`config.mk`:
```
export PLATFORM = sky130hd
export DESIGN_NAME = pcs_front
export DESIGN_NICKNAME = d
export VERILOG_FILES = /design/src/hw/rtl/pid_controller_step_defines.svh /design/src/hw/rtl/pcs_pkg.sv /design/src/hw/rtl/pcs_front.sv
export SDC_FILE = /design/constraint.sdc
export NUM_CORES = 1
export LEC_CHECK = 0
export BUFFER_PORTS_ARGS = -buffer_cell sky130_fd_sc_hd__buf_4
export CAP_MARGIN = 15
export CORE_MARGIN = 1.5
export CORE_UTILIZATION = 48
export DETAILED_ROUTE_END_ITERATION = 10
export GPL_TIMING_DRIVEN = 0
export PLACE_DENSITY_LB_ADDON = 0.1
export SLEW_MARGIN = 40
export SYNTH_ARGS = -nofsm -noshare
export SYNTH_HDL_FRONTEND = slang
export SYNTH_SLANG_ARGS = --single-unit
```
`constraint.sdc`:
```
create_clock -name clk_i -period 2.8 [get_ports clk_i]
set_input_delay 0 -clock clk_i [delete_from_list [all_inputs] [get_ports clk_i]]
set_output_delay 0 -clock clk_i [all_outputs]
set_load 0.03 [all_outputs]
```
`src/hw/rtl/pid_controller_step_defines.svh`:
```
// assertion macros shared by the pid step rtl
`ifndef PID_CONTROLLER_STEP_DEFINES_SVH
`define PID_CONTROLLER_STEP_DEFINES_SVH

// same-cycle implication, sampled on clk_i, off while in reset
`define PCS_ASSERT_IMPL(lbl, ante, cons, msg) \
  lbl: assert property (@(posedge clk_i) disable iff (!rst_ni) (ante) |-> (cons)) \
    else $error(msg);

// next-cycle implication, sampled on clk_i, off while in reset
`define PCS_ASSERT_NEXT(lbl, ante, cons, msg) \
  lbl: assert property (@(posedge clk_i) disable iff (!rst_ni) (ante) |=> (cons)) \
    else $error(msg);

`endif

```
`src/hw/rtl/pcs_pkg.sv`:
```
// shared constants and types for the pid step block
package pcs_pkg;

  localparam int unsigned DATA_WIDTH_DEF = 32;
  localparam int unsigned FRAC_BITS_DEF  = 16;
  localparam int unsigned QUEUE_DEPTH    = 2;
  localparam int unsigned CFG_IDX_W      = 3;

  typedef enum logic {
    OP_COMPUTE = 1'b0,
    OP_PRESET  = 1'b1
  } op_e;

  typedef enum logic [CFG_IDX_W-1:0] {
    CFG_PROP_GAIN  = 3'd0,
    CFG_INTEG_GAIN = 3'd1,
    CFG_DERIV_GAIN = 3'd2,
    CFG_LOW_LIMIT  = 3'd3,
    CFG_HIGH_LIMIT = 3'd4,
    CFG_INVERT     = 3'd5
  } cfg_idx_e;

  // handshake between the queue and the back end
  typedef struct packed {
    logic vld;
  } q_stat_t;

  typedef struct packed {
    logic pop;
  } q_ctrl_t;

endpackage

```
`src/hw/rtl/pcs_front.sv`:
```
// front end: takes input transfers, forms saturated error and measurement change
module pcs_front
  import pcs_pkg::*;
#(
  parameter int unsigned DATA_WIDTH = DATA_WIDTH_DEF,
  parameter int unsigned ENTRY_W    = 3 * DATA_WIDTH + 1
) (
  input  logic                  clk_i,
  input  logic                  rst_ni,
  input  logic                  in_valid_i,
  output logic                  in_ready_o,
  input  logic                  op_i,
  input  logic [DATA_WIDTH-1:0] meas_i,
  input  logic [DATA_WIDTH-1:0] target_i,
  input  logic [DATA_WIDTH-1:0] preset_i,
  input  logic                  q_full_i,
  output logic                  push_o,
  output logic [ENTRY_W-1:0]    entry_o
);

  localparam int unsigned DW = DATA_WIDTH;

  logic [DW-1:0] prev_q, prev_d;
  logic signed [DW-1:0] err, dmeas;

  function automatic logic signed [DW-1:0] sub_sat(input logic signed [DW-1:0] a,
                                                    input logic signed [DW-1:0] b);
    logic signed [DW:0] diff;
    diff = (DW+1)'(a) - (DW+1)'(b);
    if (diff[DW] != diff[DW-1]) begin
      return diff[DW] ? {1'b1, {(DW-1){1'b0}}} : {1'b0, {(DW-1){1'b1}}};
    end
    return diff[DW-1:0];
  endfunction

  assign in_ready_o = !q_full_i;
  assign push_o     = in_valid_i && !q_full_i;

  assign err   = sub_sat(signed'(meas_i), signed'(target_i));
  assign dmeas = sub_sat(signed'(meas_i), signed'(prev_q));

  // entry layout, low to high: op, err, dmeas, preset
  assign entry_o = {preset_i, dmeas, err, op_i};

  // both item kinds load the last measurement
  assign prev_d = push_o ? meas_i : prev_q;

  always_ff @(posedge clk_i or negedge rst_ni) begin
    if (!rst_ni) begin
      prev_q <= '0;
    end else begin
      prev_q <= prev_d;
    end
  end

endmodule

```
* Word level (Yosys, flattened, before mapping)
Index checks and enable logic that the tools add are counted.
Cells by class: add/subtract/negate cells 2, equal/unequal tests 2, mux-type cells 8, reductions and logical operators 2
Operator list (number):
- two-way mux 32 bit | 6
- subtractor 32 x 32 -> 33 bit | 2
- two-way mux 1 bit | 2
- != test 1 bit | 2
- logical AND 1 bit | 1
- logical NOT 1 bit | 1
Storage, ports and cells: bits in registers 32, bits of input ports 101, output and inout bits 99, word-level logic and storage cells 15

* Longest topological paths before layout
depth after elaboration 4, gate-level depth with buffers 14, gate-level depth less buffers 12

* Least setup slack after synthesis
No wires, ideal clock.
path kind register to output, start register prev_q[0], end output entry_o[37], arrival time 2.751 ns, required time 2.800 ns, setup slack 0.049 ns, cell stages (with the launch flop) 13, buffers on the path 1, cells stage by stage dfrtp_1 -> ha_1 -> inv_1 -> fa_1 -> a211o_1 -> a21oi_1 -> a21o_1 -> a211oi_1 -> o21ai_1 -> nand2_1 -> a21o_1 -> buf_2 -> maj3_1
On the way: word-level cells in the longest chain between the ends 4, elaborated cells between the ends (all ways) 6, those cells by class add/sub (1); eq/ne (1); mux (4)
Ends and longest elaborated chain:
- start: declaration | RTL line pcs_front.sv:23 | logic [DW-1:0] prev_q, prev_d;
- start signal: assignment | RTL line pcs_front.sv:52 | prev_q <= prev_d;
- subtractor 32 x 32 -> 33 bit * | RTL line pcs_front.sv:29 | diff = (DW+1)'(a) - (DW+1)'(b);
- two-way mux 32 bit / != test 1 bit (equally long branches) | RTL line pcs_front.sv:31, pcs_front.sv:30
- two-way mux 32 bit / two-way mux 1 bit (equally long branches) | RTL line pcs_front.sv:30 | if (diff[DW] != diff[DW-1]) begin
- two-way mux 32 bit * | RTL line pcs_front.sv:33 | return diff[DW-1:0];
- end: declaration | RTL line pcs_front.sv:18 | output logic [ENTRY_W-1:0] entry_o
Every way passes the cells marked *; elsewhere a longest branch is shown, timed or not. The select of a mux whose other input is x is not followed.

* Worst setup path in the final report
start register prev_q[25], end output entry_o[62]
The elaborated chain is that of the path after synthesis.

==> flow_metrics.py <==
metrics = {
    "sta": {
        "tns_ps": -9420,
        "fin_ws_ps": -326,
        "slew_headroom_pct": 64.0,
        "drv_slew": 0,
        "period_share_pct": 112,
        "fin_crit_ps": 3130,
        "finalHoldViolCount": 0,
        "setup_viol": 32,
        "fmax_mhz": 320,
        "rsz0062_at_grt": "true",
        "finClkSkew_ps": 0,
        "worst_pin_slew_ps": 537,
    },
    "die": {
        "ioPinCount": 200,
        "die_area_mm2": 0.0128,
        "design.core.area_mm2": 0.0119,
        "rows": 40,
        "die-width_um": 113,
        "initial_core_util_pct": 49.0,
        "die_h_um": 113,
    },
    "cells_and_area": {
        "nets": 1169,
        "nFillCells": 1029,
        "largest_reg_flops": 32,
        "drive_gt1_share_pct": 31.3,
        "largest_register": "prev_q",
        "biggestRegsByFlops": "prev_q x32",
        "area_delta_synth_final_pct": 42.1,
        "final_area_mm2": 0.00829,
        "regArea_um2": 801,
        "multiInputGateArea_mm2": 0.00455,
        "antenna_cells": 0,
    },
    "pwr": {
        "cellPowerDensity_mw_per_mm2": 613,
        "p_leak_nw": 4.00,
        "peakVddDrop_mv": 0.308,
    },
    "global_route": {
        "grt-ovfl-total": 0,
        "grt_start_max_net_pins": 33,
        "grt_pass1_vias": 5674,
        "grt_pass1_wl_um": 27200,
        "groute.usage.overall_pct": 25.8,
        "antenna_found_initial": 0,
    },
    "clock_network": {
        "cts_tree": "built",
        "clockRootBuffer": "clkbuf_16",
        "worst_skew_pair.late_latency_ps": 280,
        "cts_inserted_buffers": 5,
        "cts_sinks": 32,
        "cts_buffer_depth": 2,
        "htree_num_levels": 2,
        "clkTransAtPathRegs_ps": 50,
    },
    "routing": {
        "drtAntennaViolNets": 0,
        "vias": 6281,
        "drtIter0Drc": 287,
        "viasPerCell": 5.46,
        "drc": 0,
        "wire_per_inst_um": 15.0,
        "routed_wl_um": 17200,
        "first_pass_iters": 4,
    },
    "place": {
        "dpl_cell_area_mm2": 0.00726,
        "portBuffers": 166,
        "place.gp.congestion": 0.856,
        "dp_hpwl_um": 13300,
    },
    "worst_setup_path": {
        "worstPathMaxFanout": 8,
        "arrival_ps": 3130,
        "criticalPathCategory": "register to output pin",
        "startpoint_type": "register",
        "slowest_delay_ps": 470,
        "cp_common_cell": "and3_1",
        "crit_path_cell_trace": "inv_1, ha_1, clkbuf_1, and3_1, and3_1, and3_1, a31o_2, a21oi_4, mux2_2, o2bb2ai_2, buf_6",
        "cp-end-kind": "output pin",
        "crit_family": "simple AND/OR/NAND/NOR gates",
        "crit_buf_inv": 3,
        "crit_required_ps": 2800,
        "slowest_stage": "mux2_2",
    },
    "synthesis": {
        "syn-num-nets": 948,
        "ys_seq_area_share_pct": 13.7,
        "yosysUniqueCellTypes": 74,
        "postSynthCellCount": 781,
        "synth_flop_cell": "dfrtp_1",
        "postSynth.asyncResetShare_pct": 100,
        "avgSynthCellArea_um2": 7.47,
        "ys_ff_latch": 32,
        "ys_warn_count": 0,
        "synth-edff-count": 0,
        "synth.cell_area_mm2": 0.00583,
    },
    "min_path": {
        "hold_class": "input port to register",
    },
    "outcome": {
        "status": "finished with violations",
        "failed_checks": "negative setup slack",
    },
    "job": {
        "drv_cap": 0,
    },
}
-- cell families (layout without fill, tap and decap cells) --
group / count (synthesis) / count (layout) / synth area share, %
buffers and inverters: 144 / 366 / 11.9
flip-flops: 32 / 32 / 13.7
AND/OR/NAND/NOR: 171 / 171 / 14.1
AO/OA/AOI/OAI: 283 / 283 / 32.0
multiplexers: 6 / 6 / 1.31
adder cells (fa/ha/maj): 93 / 93 / 19.1
XOR/XNOR: 52 / 52 / 7.93
-- synth_stat cells, types with 9 or more instances --
master	number	area share, %
nand2_1	62	4.0
nand2b_1	11	1.2
maj3_1	26	4.5
o21ai_1	16	1.4
nor2_1	31	2.0
a21o_1	33	4.2
xor2_1	19	2.9
a21oi_1	70	6.0
buf_2	10	0.86
ha_1	64	14
nand3_1	16	1.4
o21a_1	9	1.2
a211oi_1	11	1.4
o21ai_0	65	5.6
inv_1	79	5.1
dfrtp_1	32	14
xnor2_1	32	4.8
nor3_1	10	0.86
clkbuf_1	17	1.1
buf_4	36	4.6
-- worst paths after layout --
path / slack (ps) / depth (start not counted) / from / end
max: -330 / 11 / prev_q[25] / entry_o[62]
min: 20 / 3 / meas_i[22] / prev_q[22]
max reg2reg: 2050 / 1 / prev_q[0] / prev_q[0]
min reg2reg: 520 / 1 / prev_q[0] / prev_q[0]
max in group asynchronous: 2310 / 2 / rst_ni / prev_q[23]
min in group asynchronous: 190 / 2 / rst_ni / prev_q[2]
-- layout by cell type, fill, tap and decap left out, types with 32 or more instances in the layout --
cell type,instances
buf_6,42
a21oi_1,68
nand2_1,61
ha_1,61
a21o_1,32
o21ai_0,65
dfrtp_1,32
buf_4,180
inv_1,77
-- metrics by stage --
stage               hold WS [ps]  power, mW  instances  utilization [%]  setup WS [ps]
finish                      19.4       5.08       1150             69.6           -326
global route                14.9       5.38       1150             69.6           -488
CTS                         4.41       4.96       1146             68.2           -396
detailed placement         -46.5       3.95       1094             61.0           -379
global placement           -43.3       3.93       1094             61.0           -373
floorplan                   -296       2.94        781                -           49.1
-- repair_timing --
action	CTS	global route
setup endpoints to repair	62	62
pin swaps	28	24
hold buffers	31	0
resized for setup	89	27
gates cloned	2	0
endpoints found under the hold margin	62	0
setup buffers	11	5
-- routing by layer --
metal | up-vias | wire [µm] | global-route usage (%)
met2 | 193 | 7950 | 42.7
met1 | 2862 | 8350 | 37.2
li1 | 3210 | - | -
met4 | 0 | 183 | 5.58
met5 | - | 0 | 0
met3 | 16 | 740 | 1.50
-- power by group --
part,internal [mW],total (mW),switching (mW)
registers,0.522,0.538,0.0155
logic,1.76,4.00,2.24
clock network,0.354,0.538,0.185
total,2.64,5.08,2.44
-- layout make-up --
class / count / area share (%)
inverters: 79 / 3.58
repair buffers: 215 / 22.5
plain buffers: 64 / 5.39
flip-flops and latches: 32 / 9.66
well taps: 147 / 2.22
clock buffers: 8 / 1.77
multi-input cells: 605 / 54.9
Power figures use the tool's default switching activity.
