===== src/hw/rtl/pid_controller_step_defines.svh =====
// assertion macros shared by the pid step rtl
`ifndef PID_CONTROLLER_STEP_DEFINES_SVH
`define PID_CONTROLLER_STEP_DEFINES_SVH

// same-cycle implication, sampled on clk_i, off while in reset
`define PCS_ASSERT_IMPL(lbl, ante, cons, msg) \
  lbl: assert property (@(posedge clk_i) disable iff (!rst_ni) (ante) |-> (cons)) \
    else $error(msg);

// next-cycle implication, sampled on clk_i, off while in reset
`define PCS_ASSERT_NEXT(lbl, ante, cons, msg) \
  lbl: assert property (@(posedge clk_i) disable iff (!rst_ni) (ante) |=> (cons)) \
    else $error(msg);

`endif


===== src/hw/rtl/pcs_pkg.sv =====
// shared constants and types for the pid step block
package pcs_pkg;

  localparam int unsigned DATA_WIDTH_DEF = 32;
  localparam int unsigned FRAC_BITS_DEF  = 16;
  localparam int unsigned QUEUE_DEPTH    = 2;
  localparam int unsigned CFG_IDX_W      = 3;

  typedef enum logic {
    OP_COMPUTE = 1'b0,
    OP_PRESET  = 1'b1
  } op_e;

  typedef enum logic [CFG_IDX_W-1:0] {
    CFG_PROP_GAIN  = 3'd0,
    CFG_INTEG_GAIN = 3'd1,
    CFG_DERIV_GAIN = 3'd2,
    CFG_LOW_LIMIT  = 3'd3,
    CFG_HIGH_LIMIT = 3'd4,
    CFG_INVERT     = 3'd5
  } cfg_idx_e;

  // handshake between the queue and the back end
  typedef struct packed {
    logic vld;
  } q_stat_t;

  typedef struct packed {
    logic pop;
  } q_ctrl_t;

endpackage


===== src/hw/rtl/pcs_queue.sv =====
// short queue between the front end and the back end
`include "pid_controller_step_defines.svh"
module pcs_queue
  import pcs_pkg::*;
#(
  parameter int unsigned ENTRY_W = 3 * DATA_WIDTH_DEF + 1
) (
  input  logic               clk_i,
  input  logic               rst_ni,
  input  logic               push_i,
  input  logic [ENTRY_W-1:0] wr_data_i,
  output logic               full_o,
  input  q_ctrl_t            ctrl_i,
  output q_stat_t            stat_o,
  output logic [ENTRY_W-1:0] rd_data_o
);

  localparam int unsigned DEPTH = QUEUE_DEPTH;
  localparam int unsigned PTR_W = (DEPTH > 1) ? $clog2(DEPTH) : 1;
  localparam int unsigned CNT_W = $clog2(DEPTH + 1);

  logic [ENTRY_W-1:0] mem_q [DEPTH];
  logic [PTR_W-1:0]   wr_ptr_q, wr_ptr_d, rd_ptr_q, rd_ptr_d;
  logic [CNT_W-1:0]   count_q, count_d;
  logic               pop;

  function automatic logic [PTR_W-1:0] ptr_inc(input logic [PTR_W-1:0] p);
    return (p == PTR_W'(DEPTH - 1)) ? '0 : p + 1'b1;
  endfunction

  assign full_o     = (count_q == CNT_W'(DEPTH));
  assign stat_o.vld = (count_q != '0);
  assign pop        = ctrl_i.pop && stat_o.vld;
  assign rd_data_o  = mem_q[rd_ptr_q];

  always_comb begin
    wr_ptr_d = push_i ? ptr_inc(wr_ptr_q) : wr_ptr_q;
    rd_ptr_d = pop ? ptr_inc(rd_ptr_q) : rd_ptr_q;
    count_d  = count_q;
    if (push_i && !pop) begin
      count_d = count_q + 1'b1;
    end else if (pop && !push_i) begin
      count_d = count_q - 1'b1;
    end
  end

  always_ff @(posedge clk_i) begin
    if (push_i) begin
      mem_q[wr_ptr_q] <= wr_data_i;
    end
  end

  always_ff @(posedge clk_i or negedge rst_ni) begin
    if (!rst_ni) begin
      wr_ptr_q <= '0;
      rd_ptr_q <= '0;
      count_q  <= '0;
    end else begin
      wr_ptr_q <= wr_ptr_d;
      rd_ptr_q <= rd_ptr_d;
      count_q  <= count_d;
    end
  end

  `PCS_ASSERT_IMPL(a_count_bound, 1'b1, count_q <= CNT_W'(DEPTH), "queue count past depth")
  `PCS_ASSERT_IMPL(a_no_overflow, push_i, !full_o || pop, "push into full queue")
  `PCS_ASSERT_NEXT(a_pop_drains, pop && !push_i, count_q == $past(count_q) - 1'b1,
                   "pop did not drain")

endmodule


===== config.mk =====
export PLATFORM = sky130hd
export DESIGN_NAME = pcs_queue
export DESIGN_NICKNAME = d
export VERILOG_FILES = /design/src/hw/rtl/pcs_pkg.sv /design/src/hw/rtl/pcs_queue.sv
export VERILOG_INCLUDE_DIRS = /design/src /design/src/hw/rtl
export SDC_FILE = /design/constraint.sdc
export NUM_CORES = 1
export LEC_CHECK = 0
export ABC_CLOCK_PERIOD_IN_PS = 6920
export BUFFER_PORTS_ARGS = -buffer_cell sky130_fd_sc_hd__buf_2
export CAP_MARGIN = 20
export CORE_MARGIN = 3
export CORE_UTILIZATION = 48
export CTS_CLUSTER_SIZE = 10
export DETAILED_ROUTE_END_ITERATION = 8
export GPL_TIMING_DRIVEN = 0
export PLACE_DENSITY = 0.74
export SLEW_MARGIN = 25
export SYNTH_ARGS = -nofsm -noshare
export SYNTH_HDL_FRONTEND = slang
export SYNTH_SLANG_ARGS = --single-unit

===== constraint.sdc =====
create_clock -name clk_i -period 6.92 [get_ports clk_i]
set_input_delay 0.692 -clock clk_i [delete_from_list [all_inputs] [get_ports clk_i]]
set_output_delay 0.692 -clock clk_i [all_outputs]
set_load 0.005 [all_outputs]

Word-level counts from Yosys, hierarchy flattened
Memories as Yosys holds them, arrays and structs flattened.
Cells that the tools add are included.
- add/sub/neg operators: 4
- equal/unequal tests: 1
- multiplexer cells: 6
- reductions and logical operators: 7
- operators with widths (kind ; count):
    2-to-1 mux 1 bit ; 4
    2-to-1 mux 2 bit ; 2
    nonzero test 2 bit ; 2
    logical AND 1 bit ; 3
    adder 1 bit (second input constant) ; 2
    adder 2 x 1 -> 2 bit (second input constant) ; 1
    == test 2 bit (second input constant) ; 1
    zero test 1 bit ; 2
    subtractor 2 x 1 -> 2 bit (second input constant) ; 1
- flip-flop bits (word level): 4
- bits in writable memories: 194
- word-level logic and storage cells: 22
- memories kept: 1
- memory list (name ; words ; width ; read ports ; clocked after Yosys merged registers in ; wr ports ; RTL line ; RTL):
    mem_q ; 2 ; 97 ; 1 ; 0 ; 1 ; pcs_queue.sv:22 ; logic [ENTRY_W-1:0] mem_q [DEPTH];

Longest topological paths before layout
- word-level depth: 5
- depth in mapped cells: 6
- depth with buffers taken out: 6

Worst setup path after synthesis
OpenSTA, ideal clock, no wires.
- path type: input to register
- start point: in push_i
- end point: mem mem_q[0][0] (netlist name), enable pin
- setup time: 0.565 ns
- data arrival time: 4.916 ns
- data required time: 6.355 ns
- path slack: 1.439 ns
- cell stages on the path: 1
- cells stage by stage: nor2b_1
- cells in the longest elaborated chain, start to end: 2
- RTL lines (element ; RTL line ; RTL):
    start, declared ; pcs_queue.sv:10 ; input logic push_i,
    2-to-1 mux 1 bit ; pcs_queue.sv:48 ; if (push_i) begin
    2-to-1 mux 1 bit (not written as such) ; pcs_queue.sv:49 ; mem_q[wr_ptr_q] <= wr_data_i;
    end, declared ; pcs_queue.sv:22 ;
Every way passes these cells.

Final worst setup path
- start point: reg rd_ptr_q
- end point: out rd_data_o[52]
- cells in the longest elaborated chain, start to end: 1
- RTL lines (element ; RTL line ; RTL):
    start, declared ; pcs_queue.sv:23 ; logic [PTR_W-1:0] wr_ptr_q, wr_ptr_d, rd_ptr_q, rd_ptr_d;
    start signal, assigned ; pcs_queue.sv:60 ; rd_ptr_q <= rd_ptr_d;
    memory read (2 x 97 bit) ; -- ;
    end, declared ; pcs_queue.sv:15 ; output logic [ENTRY_W-1:0] rd_data_o
Every way passes these cells.

==> impl_metrics.py <==
metrics = {
    "drt": {
        "antenna_left": 0,
        "drt_wl_total_um": 12700,
        "first_iter_violations": 179,
        "drc": 0,
        "dr.pass1.iters": 4,
        "via_per_inst": 5.009,
        "num_vias": 3697,
        "wl_per_cell_um": 17.20,
    },
    "global_route": {
        "overflow": 0,
        "grt_max_degree": 51,
        "grt_usage_pct": 15.74,
        "grt_pass1_wl_um": 19830,
        "grt_pass1_vias": 3925,
        "antenna_found_initial": 1,
    },
    "timing": {
        "rsz0062_at_grt": "false",
        "hold_viol": 0,
        "fin_crit_ns": 2.400,
        "fmax_mhz": 416.6,
        "finalSetupTns_ns": 0,
        "fin_worst_skew_ns": 0.004929,
        "setup_viol": 0,
        "finalCritPeriodShare_pct": 34.68,
        "relSlewSlack_pct": 53.63,
        "drv_slew": 0,
        "tightest_slew_ns": 0.6956,
    },
    "setup_path": {
        "critPathBufInv": 4,
        "crit_fanout": 10,
        "path_cells": "buf_6 -> buf_6 -> buf_6 -> mux2_4 -> buf_2",
        "slowest_stage": "dfrtp_1",
        "cp-start-kind": "flip-flop",
        "arrival_ns": 1.71,
        "endpoint_kind": "output port",
        "cp_top_family": "buffers and inverters",
        "required_ns": 6.23,
        "critical_path_class": "flip-flop to output port",
        "cp_common_cell": "buf_6",
        "max_stage_delay_ns": 0.34,
    },
    "synth": {
        "synth-seq-cells": 198,
        "ys_seq_area_share_pct": 81.60,
        "synth_cells": 318,
        "syn_nets": 420,
        "syn_avg_cell_area_um2": 22.84,
        "syn_area_mm2": 0.007262,
        "yosysUniqueCellTypes": 14,
        "yosys_warnings": 0,
    },
    "floorplanning": {
        "die_area_mm2": 0.01664,
        "start_util_pct": 49.59,
        "num_io_pins": 200,
        "core_area_mm2": 0.01464,
        "die_width_um": 129,
        "rows": 44,
        "die_y_um": 129,
    },
    "layout": {
        "synthToLayoutAreaGrowth_pct": 26.67,
        "fin_util_pct": 62.82,
        "drive_above_1_share_pct": 61.91,
        "antenna_cells": 0,
        "finish.net_count": 644,
        "final_common_cell": "buf_2",
        "mostFrequentLayoutCells": "206 x buf_2, 194 x edfxtp_1, 77 x mux2_2",
    },
    "cts": {
        "clk_pin_slew_ns": 0.06,
        "clkSinkCount": 198,
        "worstSkewPairLatency_ns": 0.42,
        "post_cts_hold_buffer_count": 0,
        "numCtsBuffers": 17,
        "clk_root_buffer_cell": "clkbuf_16",
        "cts_setup_buffers": 0,
        "h-tree-depth": 4,
        "cts_tree": "built",
        "cts_resized": 0,
        "cts.path.max_buffers": 2,
    },
    "flow_run": {
        "cap_violations": 0,
    },
    "pwr": {
        "switchingPower_uw": 944.0,
        "p_seq_share_pct": 45.4,
        "power.density_mw_per_mm2": 393.5,
        "switching_share_pct": 26.08,
        "clkPwrFrac_pct": 25.8,
        "combPwrFrac_pct": 28.8,
        "internal-power_uw": 2676,
        "power.total_uw": 3620,
        "leakage_uw": 0.003547,
        "vdd_drop_max_uv": 236.5,
    },
    "placement": {
        "dpl.hpwl_um": 8896,
        "gp_congestion": 0.7221,
        "port_buffers": 199,
    },
    "run_status": {
        "outcome": "finished, final reports clean",
    },
    "worst_hold_path": {
        "holdCritPathClass": "input pin to async pin",
    },
}
worst register-to-register path, stage by stage (launching register included):
cell and delay (ns):
dfrtp_1 0.43, nor2b_4 0.47, buf_16 0.23, buf_8 0.19
buf_16 0.19
through the flow:
stage	setup slack [ns]	hold WS, ns	area, um^2	cells
floorplan	1.439	0.3964	7262	318
global placement	-0.8869	0.4670	8488	701
detailed placement	4.654	0.4697	8638	707
CTS	4.456	0.04401	9199	738
global route	4.411	0.03724	9199	738
finish	4.520	0.07131	9199	738
sequential cells by signal (all words and copies together), names as in the netlist:
register  count
count_q       2
mem_q       194
rd_ptr_q      1
wr_ptr_q      1
worst paths after layout:
path,startpoint,to,slack [ns],depth (start not counted)
worst max-delay path,rd_ptr_q,rd_data_o[52],4.52,5
min in group clk_i,wr_data_i[36],mem_q[0][36],0.46,1
worst min-delay path,rst_ni,count_q[1],0.07,1
worst min register to register,count_q[1],count_q[1],0.49,1
worst max register to register,wr_ptr_q,mem_q[0][63],5.12,4
max in group asynchronous,rst_ni,count_q[0],6.73,1
Yosys cell counts:
library cell / count / area share [%]
and2_1: 1 / 0.086
buf_2: 7 / 0.48
buf_6: 4 / 0.62
dfrtp_1: 4 / 1.4
edfxtp_1: 194 / 80
ha_1: 1 / 0.17
mux2_2: 77 / 12
mux2_4: 20 / 4.1
nand2_1: 1 / 0.052
nor2_1: 1 / 0.052
nor2b_1: 2 / 0.17
or2_2: 1 / 0.086
xnor2_1: 2 / 0.24
xor2_1: 3 / 0.36
cell type report:
class	count	area [um^2]
plain buffers	11	80.08
clock inverters	13	131.4
well taps	184	230.2
repair buffers	205	1136
multi-input cells	109	1266
fillers	1080	5445
clock buffers	18	429.2
flip-flops and latches	198	5926
layer usage:
metal  wire [um]  part of all wire [%]  global-route usage (%)
met3        1233                   9.7                   8.178
met4         165                   1.3                   5.250
met1        4984                    39                   18.22
met2        6293                    50                   25.43
met5          19                  0.15                       0
logic make-up after synthesis:
family / synth area share, %
xor gates and xnor gates: 0.6031
adders and majority gates: 0.1723
buffers and inverters: 1.103
DFF: 81.60
muxes: 16.08
and+or+nand+nor: 0.4480
power groups by stage:
stage	clock [uW]	combinational, uW	sequential (uW)
floorplan	0	618	1680
global placement	0	999	1710
detailed placement	0	1070	1670
CTS	959	1070	1650
global route	1010	1140	1670
finish	933	1040	1640
Power figures use the tool's default switching activity.
